<file path="config.mk">
export PLATFORM = sky130hd
export DESIGN_NAME = weighted_moment_accumulator_flat
export DESIGN_NICKNAME = d
export VERILOG_FILES = /design/src/sv/wma_pkg.sv /design/src/sv/wma_if.sv /design/src/sv/weighted_moment_accumulator.sv /design/src/sv/wma_serial_mul.sv /design/src/sv/wma_serial_div.sv /design/src/flat_wrapper.sv
export SDC_FILE = /design/constraint.sdc
export NUM_CORES = 2
export LEC_CHECK = 0
export ABC_CLOCK_PERIOD_IN_PS = 15900
export CAP_MARGIN = 25
export CELL_PAD_IN_SITES_DETAIL_PLACEMENT = 1
export CELL_PAD_IN_SITES_GLOBAL_PLACEMENT = 2
export CORE_UTILIZATION = 41
export CTS_BUF_LIST = sky130_fd_sc_hd__clkbuf_16
export CTS_CLUSTER_SIZE = 28
export DETAILED_ROUTE_END_ITERATION = 8
export DONT_BUFFER_PORTS = 1
export PLACE_DENSITY = 0.89
export SLEW_MARGIN = 5
export SYNTH_ARGS = -nofsm -noshare
export SYNTH_HDL_FRONTEND = slang
export SYNTH_SLANG_ARGS = --single-unit
</file>
<file path="constraint.sdc">
create_clock -name i_clk -period 15.9 [get_ports i_clk]
set_input_delay 0.795 -clock i_clk [delete_from_list [all_inputs] [get_ports i_clk]]
set_output_delay 0.795 -clock i_clk [all_outputs]
set_load 0.03 [all_outputs]
</file>
<file path="src/sv/wma_pkg.sv">
// Package of the weighted moment accumulator: widths, limits, codes and state types.
// Depends on nothing; every other file of the block but the assertion macro header imports it.
`timescale 1ns / 1ps

package wma_pkg;

    localparam int POS_BITS_DEF    = 16;
    localparam int WEIGHT_BITS_DEF = 16;

    localparam int TOTAL_W    = 32;
    localparam int MEAN1_W    = 16;
    localparam int MEANSQ_W   = 31;
    localparam int MEANX_W    = 32;
    localparam int MEAN_MAG_W = 32;
    localparam int MEAN_S_W   = MEAN_MAG_W + 1;
    localparam int NUM_W_DEF  = 2 * MEAN_MAG_W + 1;

    localparam logic [TOTAL_W-1:0] LIM1_POS  = 32'h0000_7FFF;
    localparam logic [TOTAL_W-1:0] LIM1_NEG  = 32'h0000_8000;
    localparam logic [TOTAL_W-1:0] LIMSQ_POS = 32'h7FFF_FFFF;
    localparam logic [TOTAL_W-1:0] LIMSQ_NEG = 32'h0000_0000;
    localparam logic [TOTAL_W-1:0] LIMX_POS  = 32'h7FFF_FFFF;
    localparam logic [TOTAL_W-1:0] LIMX_NEG  = 32'h8000_0000;

    typedef enum logic [1:0] {
        ST_OK,
        ST_EMPTIED,
        ST_REM_REFUSED,
        ST_ADD_REFUSED
    } t_status;

    typedef enum logic [2:0] {
        S_IDLE,
        S_TERM,
        S_MUL,
        S_COMB,
        S_CHK,
        S_DIV,
        S_WB,
        S_DONE
    } t_state;

    typedef enum logic [1:0] {
        CLS_FIRST,
        CLS_SQUARE,
        CLS_CROSS
    } t_cls;

    typedef struct packed {
        logic busy;
        logic over;
    } t_div_stat;

endpackage

</file>
<file path="src/sv/wma_if.sv">
// Handshake interfaces of the weighted moment accumulator: hit channel and result channel.
// Depends on wma_pkg for widths and the status code type.
`timescale 1ns / 1ps

interface wma_hit_if import wma_pkg::*; #(
    parameter int POS_BITS    = POS_BITS_DEF,
    parameter int WEIGHT_BITS = WEIGHT_BITS_DEF
) ();
    logic                          valid;
    logic                          ready;
    logic                          kind;
    logic signed [POS_BITS-1:0]    pos_x;
    logic signed [POS_BITS-1:0]    pos_y;
    logic signed [POS_BITS-1:0]    pos_z;
    logic        [WEIGHT_BITS-1:0] weight;

    modport source (output valid, kind, pos_x, pos_y, pos_z, weight, input ready);
    modport sink   (input valid, kind, pos_x, pos_y, pos_z, weight, output ready);
endinterface

interface wma_res_if import wma_pkg::*; ();
    logic                       valid;
    logic                       ready;
    t_status                    status;
    logic        [TOTAL_W-1:0]  total_weight;
    logic signed [MEAN1_W-1:0]  mean_x;
    logic signed [MEAN1_W-1:0]  mean_y;
    logic signed [MEAN1_W-1:0]  mean_z;
    logic        [MEANSQ_W-1:0] mean_xx;
    logic        [MEANSQ_W-1:0] mean_yy;
    logic        [MEANSQ_W-1:0] mean_zz;
    logic signed [MEANX_W-1:0]  mean_xy;
    logic signed [MEANX_W-1:0]  mean_yz;
    logic signed [MEANX_W-1:0]  mean_zx;

    modport source (output valid, status, total_weight, mean_x, mean_y, mean_z,
                    mean_xx, mean_yy, mean_zz, mean_xy, mean_yz, mean_zx,
                    input ready);
    modport sink   (input valid, status, total_weight, mean_x, mean_y, mean_z,
                    mean_xx, mean_yy, mean_zz, mean_xy, mean_yz, mean_zx,
                    output ready);
endinterface

</file>
<file path="src/sv/weighted_moment_accumulator.sv">
// Each accepted hit runs nine updates, one per mean: first moments, then squares, then cross terms.
// Each update runs two bit-serial multipliers, the longer over the 32-bit total, then the bit-serial divider.
// Refused hits and hits that empty the track skip the updates and go straight to the result register.
// One hit is in work at a time; the next is accepted once the result is registered,
// which waits while an earlier result is stalled on the output.
// Reset (synchronous, active low) clears the total and all means and empties the output.
`timescale 1ns / 1ps

module weighted_moment_accumulator import wma_pkg::*; #(
    parameter int POS_BITS    = POS_BITS_DEF,
    parameter int WEIGHT_BITS = WEIGHT_BITS_DEF
) (
    input  logic      i_clk,
    input  logic      i_rst_n,
    wma_hit_if.sink   i_hit,
    wma_res_if.source o_res
);

    localparam int TERM_W  = 2 * POS_BITS;
    localparam int TMAG_W  = TERM_W - 1;
    localparam int A_W     = MEAN_MAG_W + TOTAL_W;
    localparam int B_W     = TMAG_W + WEIGHT_BITS;
    localparam int NUM_W   = ((A_W > B_W) ? A_W : B_W) + 1;
    localparam logic [1:0] AXIS_LAST = 2'd2;

    t_state r_state, n_state;

    logic                          r_kind;
    logic signed [POS_BITS-1:0]    r_pos [3];
    logic        [WEIGHT_BITS-1:0] r_w;
    logic        [TOTAL_W-1:0]     r_nt;
    t_status                       r_status;
    logic        [1:0]             r_axis;
    t_cls                          r_cls;

    logic        [TOTAL_W-1:0]     r_total;
    logic signed [MEAN1_W-1:0]     r_m1  [3];
    logic        [MEANSQ_W-1:0]    r_msq [3];
    logic signed [MEANX_W-1:0]     r_mx  [3];

    logic                  r_sa;
    logic                  r_sb;
    logic [NUM_W-1:0]      r_num;
    logic                  r_sr;

    logic                       r_ovalid;
    t_status                    r_o_status;
    logic        [TOTAL_W-1:0]  r_o_total;
    logic signed [MEAN1_W-1:0]  r_o_m1  [3];
    logic        [MEANSQ_W-1:0] r_o_msq [3];
    logic signed [MEANX_W-1:0]  r_o_mx  [3];

    logic in_ready, accept, mul_start, div_start, out_load;

    logic [TOTAL_W:0]   pre_sum, pre_diff, pre_w;
    logic               pre_rem_ref, pre_add_ref, pre_empty;
    logic [TOTAL_W-1:0] pre_nt;
    t_status            pre_status;

    always_comb begin
        pre_w       = (TOTAL_W+1)'(i_hit.weight);
        pre_sum     = {1'b0, r_total} + pre_w;
        pre_diff    = {1'b0, r_total} - pre_w;
        pre_rem_ref = i_hit.kind && pre_diff[TOTAL_W];
        pre_add_ref = !i_hit.kind && pre_sum[TOTAL_W];
        pre_nt      = i_hit.kind ? pre_diff[TOTAL_W-1:0] : pre_sum[TOTAL_W-1:0];
        pre_empty   = (pre_nt == '0);
        if (pre_rem_ref) begin
            pre_status = ST_REM_REFUSED;
        end else if (pre_add_ref) begin
            pre_status = ST_ADD_REFUSED;
        end else if (pre_empty) begin
            pre_status = ST_EMPTIED;
        end else begin
            pre_status = ST_OK;
        end
    end

    logic [1:0]                 axis_nx;
    logic signed [POS_BITS-1:0] p_i, p_j, p_sel;
    logic signed [TERM_W-1:0]   prod, term, tabs;
    logic signed [MEAN_S_W-1:0] mean_s, mabs;

    always_comb begin
        axis_nx = (r_axis == AXIS_LAST) ? 2'd0 : r_axis + 2'd1;
        p_i     = r_pos[r_axis];
        p_j     = r_pos[axis_nx];
        p_sel   = (r_cls == CLS_SQUARE) ? p_i : p_j;
        prod    = p_i * p_sel;
        term    = (r_cls == CLS_FIRST) ? {{POS_BITS{p_i[POS_BITS-1]}}, p_i} : prod;
        tabs    = term[TERM_W-1] ? -term : term;
        case (r_cls)
            CLS_FIRST: begin
                mean_s = {{(MEAN_S_W-MEAN1_W){r_m1[r_axis][MEAN1_W-1]}}, r_m1[r_axis]};
            end
            CLS_SQUARE: begin
                mean_s = {{(MEAN_S_W-MEANSQ_W){1'b0}}, r_msq[r_axis]};
            end
            CLS_CROSS: begin
                mean_s = {{(MEAN_S_W-MEANX_W){r_mx[r_axis][MEANX_W-1]}}, r_mx[r_axis]};
            end
            default: begin
                mean_s = '0;
            end
        endcase
        mabs = mean_s[MEAN_S_W-1] ? -mean_s : mean_s;
    end

    logic             mul_a_busy, mul_b_busy;
    logic [A_W-1:0]   prod_a;
    logic [B_W-1:0]   prod_b;

    wma_serial_mul #(
        .MC_W (MEAN_MAG_W),
        .ML_W (TOTAL_W)
    ) u_mul_a (
        .i_clk     (i_clk),
        .i_rst_n   (i_rst_n),
        .i_start   (mul_start),
        .i_mcand   (mabs[MEAN_MAG_W-1:0]),
        .i_mplier  (r_total),
        .o_busy    (mul_a_busy),
        .o_product (prod_a)
    );

    wma_serial_mul #(
        .MC_W (TMAG_W),
        .ML_W (WEIGHT_BITS)
    ) u_mul_b (
        .i_clk     (i_clk),
        .i_rst_n   (i_rst_n),
        .i_start   (mul_start),
        .i_mcand   (tabs[TMAG_W-1:0]),
        .i_mplier  (r_w),
        .o_busy    (mul_b_busy),
        .o_product (prod_b)
    );

    logic [NUM_W-1:0] a_e, b_e, c_sum, c_dba;
    logic [NUM_W:0]   c_dab;
    logic             a_ge;

    always_comb begin
        a_e   = NUM_W'(prod_a);
        b_e   = NUM_W'(prod_b);
        c_sum = a_e + b_e;
        c_dab = {1'b0, a_e} - {1'b0, b_e};
        c_dba = b_e - a_e;
        a_ge  = !c_dab[NUM_W];
    end

    t_div_stat          div_stat;
    logic [TOTAL_W-1:0] quot;

    wma_serial_div #(
        .NUM_W (NUM_W)
    ) u_div (
        .i_clk   (i_clk),
        .i_rst_n (i_rst_n),
        .i_start (div_start),
        .i_num   (r_num),
        .i_div   (r_nt),
        .o_stat  (div_stat),
        .o_quot  (quot)
    );

    logic [TOTAL_W-1:0] lim, mag;
    logic               sat;
    logic [TOTAL_W:0]   val;
    logic               wb_last;

    always_comb begin
        case (r_cls)
            CLS_FIRST:  lim = r_sr ? LIM1_NEG  : LIM1_POS;
            CLS_SQUARE: lim = r_sr ? LIMSQ_NEG : LIMSQ_POS;
            CLS_CROSS:  lim = r_sr ? LIMX_NEG  : LIMX_POS;
            default:    lim = '0;
        endcase
        sat     = div_stat.over || (quot > lim);
        mag     = sat ? lim : quot;
        val     = r_sr ? -{1'b0, mag} : {1'b0, mag};
        wb_last = (r_axis == AXIS_LAST) && (r_cls == CLS_CROSS);
    end

    always_comb begin
        n_state = r_state;
        case (r_state)
            S_IDLE: begin
                if (i_hit.valid) begin
                    if (pre_status == ST_OK) begin
                        n_state = S_TERM;
                    end else begin
                        n_state = S_DONE;
                    end
                end
            end
            S_TERM: begin
                n_state = S_MUL;
            end
            S_MUL: begin
                if (!mul_a_busy && !mul_b_busy) begin
                    n_state = S_COMB;
                end
            end
            S_COMB: begin
                n_state = S_CHK;
            end
            S_CHK: begin
                n_state = S_DIV;
            end
            S_DIV: begin
                if (!div_stat.busy) begin
                    n_state = S_WB;
                end
            end
            S_WB: begin
                n_state = wb_last ? S_DONE : S_TERM;
            end
            S_DONE: begin
                if (!r_ovalid || o_res.ready) begin
                    n_state = S_IDLE;
                end
            end
            default: begin
                n_state = S_IDLE;
            end
        endcase
    end

    always_comb begin
        in_ready  = (r_state == S_IDLE);
        mul_start = (r_state == S_TERM);
        div_start = (r_state == S_CHK);
        out_load  = (r_state == S_DONE) && (!r_ovalid || o_res.ready);
        accept    = in_ready && i_hit.valid;
    end

    always_ff @(posedge i_clk) begin
        if (!i_rst_n) begin
            r_state  <= S_IDLE;
            r_ovalid <= 1'b0;
        end else begin
            r_state <= n_state;
            if (out_load) begin
                r_ovalid <= 1'b1;
            end else if (o_res.ready) begin
                r_ovalid <= 1'b0;
            end
        end
    end

    always_ff @(posedge i_clk) begin
        if (!i_rst_n) begin
            r_total <= '0;
            for (int k = 0; k < 3; k++) begin
                r_m1[k]  <= '0;
                r_msq[k] <= '0;
                r_mx[k]  <= '0;
            end
        end else if (accept && (pre_status == ST_EMPTIED)) begin
            r_total <= '0;
            for (int k = 0; k < 3; k++) begin
                r_m1[k]  <= '0;
                r_msq[k] <= '0;
                r_mx[k]  <= '0;
            end
        end else if (r_state == S_WB) begin
            case (r_cls)
                CLS_FIRST:  r_m1[r_axis]  <= val[MEAN1_W-1:0];
                CLS_SQUARE: r_msq[r_axis] <= val[MEANSQ_W-1:0];
                CLS_CROSS:  r_mx[r_axis]  <= val[MEANX_W-1:0];
                default:    r_mx[r_axis]  <= r_mx[r_axis];
            endcase
            if (wb_last) begin
                r_total <= r_nt;
            end
        end
    end

    always_ff @(posedge i_clk) begin
        if (accept) begin
            r_kind   <= i_hit.kind;
            r_pos[0] <= i_hit.pos_x;
            r_pos[1] <= i_hit.pos_y;
            r_pos[2] <= i_hit.pos_z;
            r_w      <= i_hit.weight;
            r_nt     <= pre_nt;
            r_status <= pre_status;
            r_axis   <= '0;
            r_cls    <= CLS_FIRST;
        end else if (r_state == S_WB) begin
            if (r_axis == AXIS_LAST) begin
                r_axis <= '0;
                r_cls  <= (r_cls == CLS_FIRST) ? CLS_SQUARE : CLS_CROSS;
            end else begin
                r_axis <= axis_nx;
            end
        end
        if (r_state == S_TERM) begin
            r_sa   <= mean_s[MEAN_S_W-1];
            r_sb   <= term[TERM_W-1] ^ r_kind;
        end
        if (r_state == S_COMB) begin
            if (r_sa == r_sb) begin
                r_num <= c_sum;
                r_sr  <= r_sa;
            end else if (a_ge) begin
                r_num <= c_dab[NUM_W-1:0];
                r_sr  <= r_sa;
            end else begin
                r_num <= c_dba;
                r_sr  <= r_sb;
            end
        end
        if (out_load) begin
            r_o_status <= r_status;
            r_o_total  <= r_total;
            r_o_m1     <= r_m1;
            r_o_msq    <= r_msq;
            r_o_mx     <= r_mx;
        end
    end

    assign i_hit.ready        = in_ready;
    assign o_res.valid        = r_ovalid;
    assign o_res.status       = r_o_status;
    assign o_res.total_weight = r_o_total;
    assign o_res.mean_x       = r_o_m1[0];
    assign o_res.mean_y       = r_o_m1[1];
    assign o_res.mean_z       = r_o_m1[2];
    assign o_res.mean_xx      = r_o_msq[0];
    assign o_res.mean_yy      = r_o_msq[1];
    assign o_res.mean_zz      = r_o_msq[2];
    assign o_res.mean_xy      = r_o_mx[0];
    assign o_res.mean_yz      = r_o_mx[1];
    assign o_res.mean_zx      = r_o_mx[2];

endmodule

</file>
<file path="src/sv/wma_serial_mul.sv">
// Bit-serial shift-and-add multiplier of unsigned operands, one multiplier bit per cycle.
// Depends on wma_pkg for default widths.
`timescale 1ns / 1ps

module wma_serial_mul import wma_pkg::*; #(
    parameter int MC_W = MEAN_MAG_W,
    parameter int ML_W = TOTAL_W
) (
    input  logic                 i_clk,
    input  logic                 i_rst_n,
    input  logic                 i_start,
    input  logic [MC_W-1:0]      i_mcand,
    input  logic [ML_W-1:0]      i_mplier,
    output logic                 o_busy,
    output logic [MC_W+ML_W-1:0] o_product
);

    localparam int CNT_W = (ML_W > 1) ? $clog2(ML_W) : 1;
    localparam logic [CNT_W-1:0] CNT_LAST = CNT_W'(ML_W - 1);

    logic                 r_busy;
    logic [CNT_W-1:0]     r_cnt;
    logic [MC_W-1:0]      r_mc;
    logic [MC_W+ML_W-1:0] r_prod;
    logic [MC_W:0]        n_sum;

    assign n_sum = {1'b0, r_prod[MC_W+ML_W-1:ML_W]}
                 + (r_prod[0] ? {1'b0, r_mc} : {(MC_W+1){1'b0}});

    always_ff @(posedge i_clk) begin
        if (!i_rst_n) begin
            r_busy <= 1'b0;
            r_cnt  <= '0;
        end else if (i_start) begin
            r_busy <= 1'b1;
            r_cnt  <= '0;
        end else if (r_busy) begin
            r_cnt <= r_cnt + 1'b1;
            if (r_cnt == CNT_LAST) begin
                r_busy <= 1'b0;
            end
        end
    end

    always_ff @(posedge i_clk) begin
        if (i_start) begin
            r_mc   <= i_mcand;
            r_prod <= {{MC_W{1'b0}}, i_mplier};
        end else if (r_busy) begin
            r_prod <= {n_sum, r_prod[ML_W-1:1]};
        end
    end

    assign o_busy    = r_busy;
    assign o_product = r_prod;

endmodule

</file>
<file path="src/sv/wma_serial_div.sv">
// Radix-2 restoring divider: wide numerator by the 32-bit total, one quotient bit per cycle.
// Flags a quotient that does not fit 32 bits. Depends on wma_pkg.
`timescale 1ns / 1ps

module wma_serial_div import wma_pkg::*; #(
    parameter int NUM_W = NUM_W_DEF
) (
    input  logic               i_clk,
    input  logic               i_rst_n,
    input  logic               i_start,
    input  logic [NUM_W-1:0]   i_num,
    input  logic [TOTAL_W-1:0] i_div,
    output t_div_stat          o_stat,
    output logic [TOTAL_W-1:0] o_quot
);

    localparam int HI_W  = NUM_W - TOTAL_W;
    localparam int CNT_W = $clog2(TOTAL_W);
    localparam logic [CNT_W-1:0] CNT_LAST = CNT_W'(TOTAL_W - 1);

    logic               r_busy;
    logic               r_over;
    logic [CNT_W-1:0]   r_cnt;
    logic [TOTAL_W-1:0] r_rem;
    logic [TOTAL_W-1:0] r_q;
    logic [HI_W-1:0]    n_hi;
    logic               n_over;
    logic [TOTAL_W:0]   n_trial;
    logic [TOTAL_W:0]   n_diff;
    logic               n_ge;

    assign n_hi    = i_num[NUM_W-1:TOTAL_W];
    assign n_over  = n_hi >= HI_W'(i_div);
    assign n_trial = {r_rem, r_q[TOTAL_W-1]};
    assign n_diff  = n_trial - {1'b0, i_div};
    assign n_ge    = !n_diff[TOTAL_W];

    always_ff @(posedge i_clk) begin
        if (!i_rst_n) begin
            r_busy <= 1'b0;
            r_over <= 1'b0;
            r_cnt  <= '0;
        end else if (i_start) begin
            r_busy <= !n_over;
            r_over <= n_over;
            r_cnt  <= '0;
        end else if (r_busy) begin
            r_cnt <= r_cnt + 1'b1;
            if (r_cnt == CNT_LAST) begin
                r_busy <= 1'b0;
            end
        end
    end

    always_ff @(posedge i_clk) begin
        if (i_start) begin
            r_rem <= n_hi[TOTAL_W-1:0];
            r_q   <= i_num[TOTAL_W-1:0];
        end else if (r_busy) begin
            r_rem <= n_ge ? n_diff[TOTAL_W-1:0] : n_trial[TOTAL_W-1:0];
            r_q   <= {r_q[TOTAL_W-2:0], n_ge};
        end
    end

    assign o_stat.busy = r_busy;
    assign o_stat.over = r_over;
    assign o_quot      = r_q;

endmodule

</file>
<file path="src/flat_wrapper.sv">
// flat-port wrapper written by rule: the top's interface ports become plain ports
module weighted_moment_accumulator_flat import wma_pkg::*;
#(
    parameter int POS_BITS    = POS_BITS_DEF,
    parameter int WEIGHT_BITS = WEIGHT_BITS_DEF
)
  (i_clk, i_rst_n, i_hit_valid, i_hit_kind, i_hit_pos_x, i_hit_pos_y, i_hit_pos_z, i_hit_weight, i_hit_ready, o_res_valid, o_res_status, o_res_total_weight, o_res_mean_x, o_res_mean_y, o_res_mean_z, o_res_mean_xx, o_res_mean_yy, o_res_mean_zz, o_res_mean_xy, o_res_mean_yz, o_res_mean_zx, o_res_ready);
  wma_hit_if #(.POS_BITS(POS_BITS), .WEIGHT_BITS(WEIGHT_BITS)) i_hit_i ();
  wma_res_if o_res_i ();
  input  logic i_clk;
  input  logic i_rst_n;
  input wire logic [$bits(i_hit_i.valid)-1:0] i_hit_valid;
  input wire logic [$bits(i_hit_i.kind)-1:0] i_hit_kind;
  input wire logic [$bits(i_hit_i.pos_x)-1:0] i_hit_pos_x;
  input wire logic [$bits(i_hit_i.pos_y)-1:0] i_hit_pos_y;
  input wire logic [$bits(i_hit_i.pos_z)-1:0] i_hit_pos_z;
  input wire logic [$bits(i_hit_i.weight)-1:0] i_hit_weight;
  output wire logic [$bits(i_hit_i.ready)-1:0] i_hit_ready;
  output wire logic [$bits(o_res_i.valid)-1:0] o_res_valid;
  output wire logic [$bits(o_res_i.status)-1:0] o_res_status;
  output wire logic [$bits(o_res_i.total_weight)-1:0] o_res_total_weight;
  output wire logic [$bits(o_res_i.mean_x)-1:0] o_res_mean_x;
  output wire logic [$bits(o_res_i.mean_y)-1:0] o_res_mean_y;
  output wire logic [$bits(o_res_i.mean_z)-1:0] o_res_mean_z;
  output wire logic [$bits(o_res_i.mean_xx)-1:0] o_res_mean_xx;
  output wire logic [$bits(o_res_i.mean_yy)-1:0] o_res_mean_yy;
  output wire logic [$bits(o_res_i.mean_zz)-1:0] o_res_mean_zz;
  output wire logic [$bits(o_res_i.mean_xy)-1:0] o_res_mean_xy;
  output wire logic [$bits(o_res_i.mean_yz)-1:0] o_res_mean_yz;
  output wire logic [$bits(o_res_i.mean_zx)-1:0] o_res_mean_zx;
  input wire logic [$bits(o_res_i.ready)-1:0] o_res_ready;
  assign i_hit_i.valid = i_hit_valid;
  assign i_hit_i.kind = i_hit_kind;
  assign i_hit_i.pos_x = i_hit_pos_x;
  assign i_hit_i.pos_y = i_hit_pos_y;
  assign i_hit_i.pos_z = i_hit_pos_z;
  assign i_hit_i.weight = i_hit_weight;
  assign i_hit_ready = i_hit_i.ready;
  assign o_res_valid = o_res_i.valid;
  assign o_res_status = o_res_i.status;
  assign o_res_total_weight = o_res_i.total_weight;
  assign o_res_mean_x = o_res_i.mean_x;
  assign o_res_mean_y = o_res_i.mean_y;
  assign o_res_mean_z = o_res_i.mean_z;
  assign o_res_mean_xx = o_res_i.mean_xx;
  assign o_res_mean_yy = o_res_i.mean_yy;
  assign o_res_mean_zz = o_res_i.mean_zz;
  assign o_res_mean_xy = o_res_i.mean_xy;
  assign o_res_mean_yz = o_res_i.mean_yz;
  assign o_res_mean_zx = o_res_i.mean_zx;
  assign o_res_i.ready = o_res_ready;
  weighted_moment_accumulator #(.POS_BITS(POS_BITS), .WEIGHT_BITS(WEIGHT_BITS)) u_core (.i_clk(i_clk), .i_rst_n(i_rst_n), .i_hit(i_hit_i), .o_res(o_res_i));
endmodule
</file>
Yosys cells after proc, flatten, opt, wreduce, memory -nomap -nowiden. Memories as Yosys holds them, arrays and structs flattened. A register that Yosys moved wholly into a read port is not among the register bits. Cells that the tools add are included.

Reductions and logical operators: 34. Add/subtract/negate cells: 15. $lt $le $gt $ge: 4. Equality and inequality tests: 19. Multipliers: 1. Bitwise logic cells: 4. Mux-type cells: 75.

Operators with widths (number): $mux W32 (17); $bwmux W96 (2); $pmux W96 S2 (1); $mux W31 (6); $mux W65 (2); $mux W16 (7); $pmux W33 S3 (1); $pmux W32 S3 (1); $bwmux W93 (1); $add A64 B47 Y65 (1); $sub A47 B64 Y65 (1); $sub A64 B47 Y65 (1); $bmux W32 S2 (1); $demux W32 S2 (1); $neg A32 Y32 (2); $bmux W31 S2 (1); $demux W31 S2 (1); $bwmux W48 (1); $add A32 B16 Y33 (1); $add A32 B32 Y33 (1); $ge A33 B32 Y1 (1); $sub A32 B16 Y33 (1); $sub A33 B32 Y33 (1); $add A31 B31 Y32 (1); other kinds (37) (98).

Memories: 1. Input port bits: 69. Memory bits (writable): 48. Bits in registers: 923. Output and inout port bits: 273.

Memories: u_core.r_pos (depth 3, width 16, read ports 2, clocked after Yosys merged registers in 1, wr ports 3, line weighted_moment_accumulator.sv:29) `logic signed [POS_BITS-1:0] r_pos [3];`.

Longest topological paths before layout.
Depth after elaboration: 10. Gate-level depth with buffers: 42. Depth with buffers taken out: 31.

Cells and area by module. Synthesis repeated with hierarchy kept, for this count alone.

Cell total of the unflattened synthesis: 7494. Area, all modules: 68948.6 sq um.

By module, submodules not included: weighted_moment_accumulator (area an instance 52592.9 sq um, cells each 5902, instances 1, seq. area each 18738.0 sq um); wma_serial_mul (u_core.u_mul_a) (area an instance 5955.7 sq um, cells each 563, instances 1, seq. area each 2682.6 sq um); wma_serial_div (area an instance 5689.2 sq um, cells each 569, instances 1, seq. area each 2062.0 sq um); wma_serial_mul (u_core.u_mul_b) (area an instance 4710.8 sq um, cells each 460, instances 1, seq. area each 2132.0 sq um).

Least setup slack after synthesis. Ideal clock, no wire load.

Kind: reg2reg. From: register u_core.r_state[0]. To: register u_core.r_o_m1, in the netlist u_core.o_res.mean_x[0], enable pin. Stages on the path, launching flop included: 5. Slack: 2895 ps. Arrival: 12097 ps. Period minus slack after synthesis: 13005 ps. Setup time: 909 ps. Required time: 14991 ps. Cells stage by stage: dfxtp_1 clkbuf_1 clkbuf_1 nand3_1 nor2_1.

Longest elaborated chain between the ends: 2.

Ends and longest elaborated chain: from (decl) (line weighted_moment_accumulator.sv:26) `t_state r_state, n_state;`; from (signal assigned) (line weighted_moment_accumulator.sv:243) `r_state <= n_state;`; $eq A3 B3 Y1 (line weighted_moment_accumulator.sv:234) `out_load = (r_state == S_DONE) && (!r_ovalid || o_res.ready);`; $logic_and A1 B1 Y1 (line weighted_moment_accumulator.sv:234); named net u_core.out_load (line weighted_moment_accumulator.sv:53) `logic in_ready, accept, mul_start, div_start, out_load;`; to (signal assigned) (line weighted_moment_accumulator.sv:318) `r_o_m1 <= r_m1;`; to (decl) (line weighted_moment_accumulator.sv:49) `logic signed [MEAN1_W-1:0] r_o_m1 [3];`.

The timed path passes the listed nets, and every way through them passes these cells. A chain may end at the register's enable or synchronous reset.

Worst setup path in the final report.
From: register u_core.r_axis[1]. To: register u_core.u_mul_b.r_mc[30], data pin.

Longest elaborated chain between the ends: 8. Elaborated cells on any way between the ends: 9. Classes of those cells: add/sub: 2; mul: 1; eq/ne: 1; mux: 4; memory: 1.

Ends and longest elaborated chain: from (decl) (line weighted_moment_accumulator.sv:33) `logic [1:0] r_axis;`; from (signal assigned) (line weighted_moment_accumulator.sv:296) `r_axis <= axis_nx;`; $add A2 B1 Y2 / $eq A2 B2 Y1 (equally long branches) (line weighted_moment_accumulator.sv:85) `axis_nx = (r_axis == AXIS_LAST) ? 2'd0 : r_axis + 2'd1;`; $mux W2 (*) (line weighted_moment_accumulator.sv:85); $mem_v2 Z3 W16 (*); $mux W16 (*) (line weighted_moment_accumulator.sv:88) `p_sel = (r_cls == CLS_SQUARE) ? p_i : p_j;`; $mul A16 B16 Y32 (*) (line weighted_moment_accumulator.sv:89) `prod = p_i * p_sel;`; $mux W32 (*) (line weighted_moment_accumulator.sv:90) `term = (r_cls == CLS_FIRST) ? {{POS_BITS{p_i[POS_BITS-1]}}, p_i} : prod;`; $neg A31 Y31 (line weighted_moment_accumulator.sv:91) `tabs = term[TERM_W-1] ? -term : term;`; $mux W31 (*) (line weighted_moment_accumulator.sv:91); named net u_core.tabs[30] (line weighted_moment_accumulator.sv:81) `logic signed [TERM_W-1:0] prod, term, tabs;`; to (signal assigned) (line wma_serial_mul.sv:47) `r_mc <= i_mcand;`; to (decl) (line wma_serial_mul.sv:23) `logic [MC_W-1:0] r_mc;`.

Mark *: on every way through the listed nets, which the timed path passes. The rest lies on a longest branch.

==> metrics.yaml <==
status: "completed"
synth_area_leader_cell: "edfxtp_1"
ctsResizeCount: 0
synth_compound_area_share_pct: 17.2
arrival_ns: 10.95
pin_count: 342
clock_skew_ns: 0.0906
initialDrtViolationCount: 4848
clock_path_buffers: 3
syn_nets: 8035
grt_pass1_vias: 56700
gp_congestion: 0.951
synth_fa_ha_area_share_pct: 16.1
rows: 147
grt_first_pass_wirelength_um: 362000
synth-main-ff-cell: "edfxtp_1"
synthXorXnorAreaFrac_pct: 3.66
synth_edf_count: 613
detailedPlacementHpwl_um: 185000
worstMarginPinSlew_ns: 1.15
hold_viol_final: 0
endpoint_kind: "flop"
ys_types: 82
coreArea_um2: 161000
cts_hold_buf: 0
num-fill-cells: 18300
layout.nets: 7878
synthTopCellsByArea: "edfxtp_1, dfxtp_1, fa_1"
dieWidth_um: 404
yosysSeqAreaShare_pct: 38.6
post-route-period-util_pct: 65.1
gr-total-overflow: 0
pre_cts_ws_ns: 5.76
crit_required_ns: 16.50
post_cts_buffers: 0
yosysTopAreaCellShare_pct: 27.7
fmax_mhz: 96.6
yosys_warnings: 0
fin_ws_ns: 5.55
cts_root_buf: "clkbuf_16"
clock_latency_ns: 0.81
syn_inst: 7274
clkTransAtPathRegs_ns: 0.07
crit_fanout: 66
tns_ns: 0
synth_top_family_by_area: "compound AO/OA/AOI/OAI gates"
ant_nets: 0
netlist_area_um2: 66300
hold_path.class: "in -> reg"
antenna_found_initial: 14
multiInputGateArea_um2: 37400
track_usage_pct: 29.0
port-buffer-count: 0
synth-simple-area-share_pct: 15.8
finalNonFillerCells: 9374
period_needed_ns: 10.35
synthTopCellsByCount: "nand2_1, nor2_1, a21oi_1"
cp-start-kind: "flop"
clock-sinks: 973
slew_violations: 0
avgSynthCellArea_um2: 9.12
areaGrowthSynthToFinish_pct: 9.26
yosysMostFrequentCell: "nand2_1"
via_per_inst: 5.94
setup_viol: 0
async_flop_share_pct: 0
muxShareOfSynthArea_pct: 3.24
die-area_um2: 163000
cap_violations: 0
numCtsBuffers: 105
drc_errors: 0
die_h_um: 404
wire_per_inst_um: 25.8
synth_seq_cells: 973
grt_max_degree: 200
cts_tree: "done"
wl_um: 242000
place_inst: 9166
maxSlewHeadroom_pct: 22.5
regArea_um2: 25600
vias: 55600
rsz0062_at_grt: "false"
path_class: "reg -> reg"
drive_above_1_share_pct: 5.19
initial_core_util_pct: 41.3
cts_max_level: 3
firstDrtPassIters: 6
## placed cells by master (no fill, tap or decap), types with 105 or more instances in the layout
cell / netlist / final
a211oi_1: 155 / 155
a21oi_1: 623 / 622
clkbuf_16: 0 / 105
dfxtp_1: 360 / 354
edfxtp_1: 613 / 613
fa_1: 270 / 270
ha_1: 422 / 422
inv_1: 565 / 582
mux2i_1: 180 / 180
nand2_1: 914 / 914
nor2_1: 772 / 758
nor3_1: 124 / 122
o21ai_0: 328 / 328
xnor2_1: 189 / 186
## critical path: stages, from the launching register on
cell and delay [ns]:
dfxtp_4 0.85, clkinv_1 0.96, o211ai_1 0.47, a21boi_0 0.86, nor2_1 0.17, fa_1 0.55
inv_1 0.06, fa_1 0.53, inv_1 0.06, fa_1 0.49, fa_1 0.42, fa_1 0.49
inv_1 0.05, fa_1 0.47, inv_1 0.04, ha_1 0.34, inv_1 0.12, a21oi_1 0.07
o41ai_1 0.49, o311ai_0 0.40, a2111oi_0 0.51, nor3_1 0.12, xor2_1 0.20, a211o_1 0.35
a211oi_1 0.30, or3b_1 0.42, a211o_1 0.30, nand2_1 0.06
## state kept, by name, indices dropped and copies added, names as in the netlist, 16 cells and up, named ones only
register                   cells
u_core.o_res.mean_zz          31
u_core.u_div.o_quot           32
u_core.o_res.mean_z           16
u_core.o_res.mean_x           16
u_core.u_mul_b.r_mc           31
u_core.r_nt                   32
u_core.r_msq                  93
u_core.o_res.mean_yz          32
u_core.o_res.mean_xy          32
u_core.o_res.total_weight     32
u_core.u_div.r_rem            32
u_core.r_num                  65
u_core.r_m1                   48
u_core.u_mul_a.r_mc           32
u_core.o_res.mean_zx          32
u_core.r_total                32
u_core.r_mx                   96
u_core.r_pos                  48
u_core.u_mul_b.o_product      47
u_core.o_res.mean_y           16
u_core.u_mul_a.o_product      64
u_core.o_res.mean_yy          31
u_core.r_w                    16
u_core.o_res.mean_xx          31
## cell families after synthesis
kind of cell               Yosys count
adders and majority gates          692
buffers and inverters              934
AOI/OAI and AO/OA                 1816
DFF                                973
muxes                              210
and+or+nand+nor                   2372
xor gates and xnor gates           277
## path summary, 6_finish.rpt
kind / from / endpoint / slack, ns / depth (start not counted)
worst max-delay path: u_core.r_axis[1] / u_core.u_mul_b.r_mc[30] / 5.55 / 27
worst min register to register: u_core.r_status[1] / u_core.o_res.status[1] / 0.44 / 0
worst min-delay path: i_hit_pos_y[10] / u_core.r_pos[1][10] / 0.10 / 0
worst max register to register: u_core.r_axis[1] / u_core.u_mul_b.r_mc[30] / 5.55 / 27
## area by class of cell
type / instances / area share (%)
multi-input combinational: 5367 / 51.5
sequential: 973 / 35.4
tap: 2160 / 3.73
clock buffer: 105 / 3.62
inverter: 567 / 2.94
clock inverter: 93 / 1.64
timing repair buffer: 103 / 1.16
antenna: 6 / 0.0207
## routing by layer
| metal | vias up | wire [µm] | global-route usage [%] | part of all wire [%] |
|---|---|---|---|---|
| met4 | 8 | 9720 | 11.6 | 4.0 |
| met3 | 413 | 14300 | 3.81 | 5.9 |
| met2 | 1792 | 117000 | 48.3 | 48 |
| met5 | - | 51 | 0 | 0.021 |
| met1 | 28300 | 102000 | 38.0 | 42 |
| li1 | 25100 | - | - | - |
## per-stage QoR
stage	area [µm²]	utilization, %	hold slack (ns)
3_5_place_dp	68600	42.7	0.408
4_1_cts	72400	45.1	0.0597
5_1_grt	72500	45.1	0.0862
6_report	72500	45.1	0.103
2_1_floorplan	66300	-	0.400
3_3_place_gp	68600	42.7	0.403
Power is not shown: default switching activity piles up to over one toggle a cycle in this logic, so the estimate is an artifact.
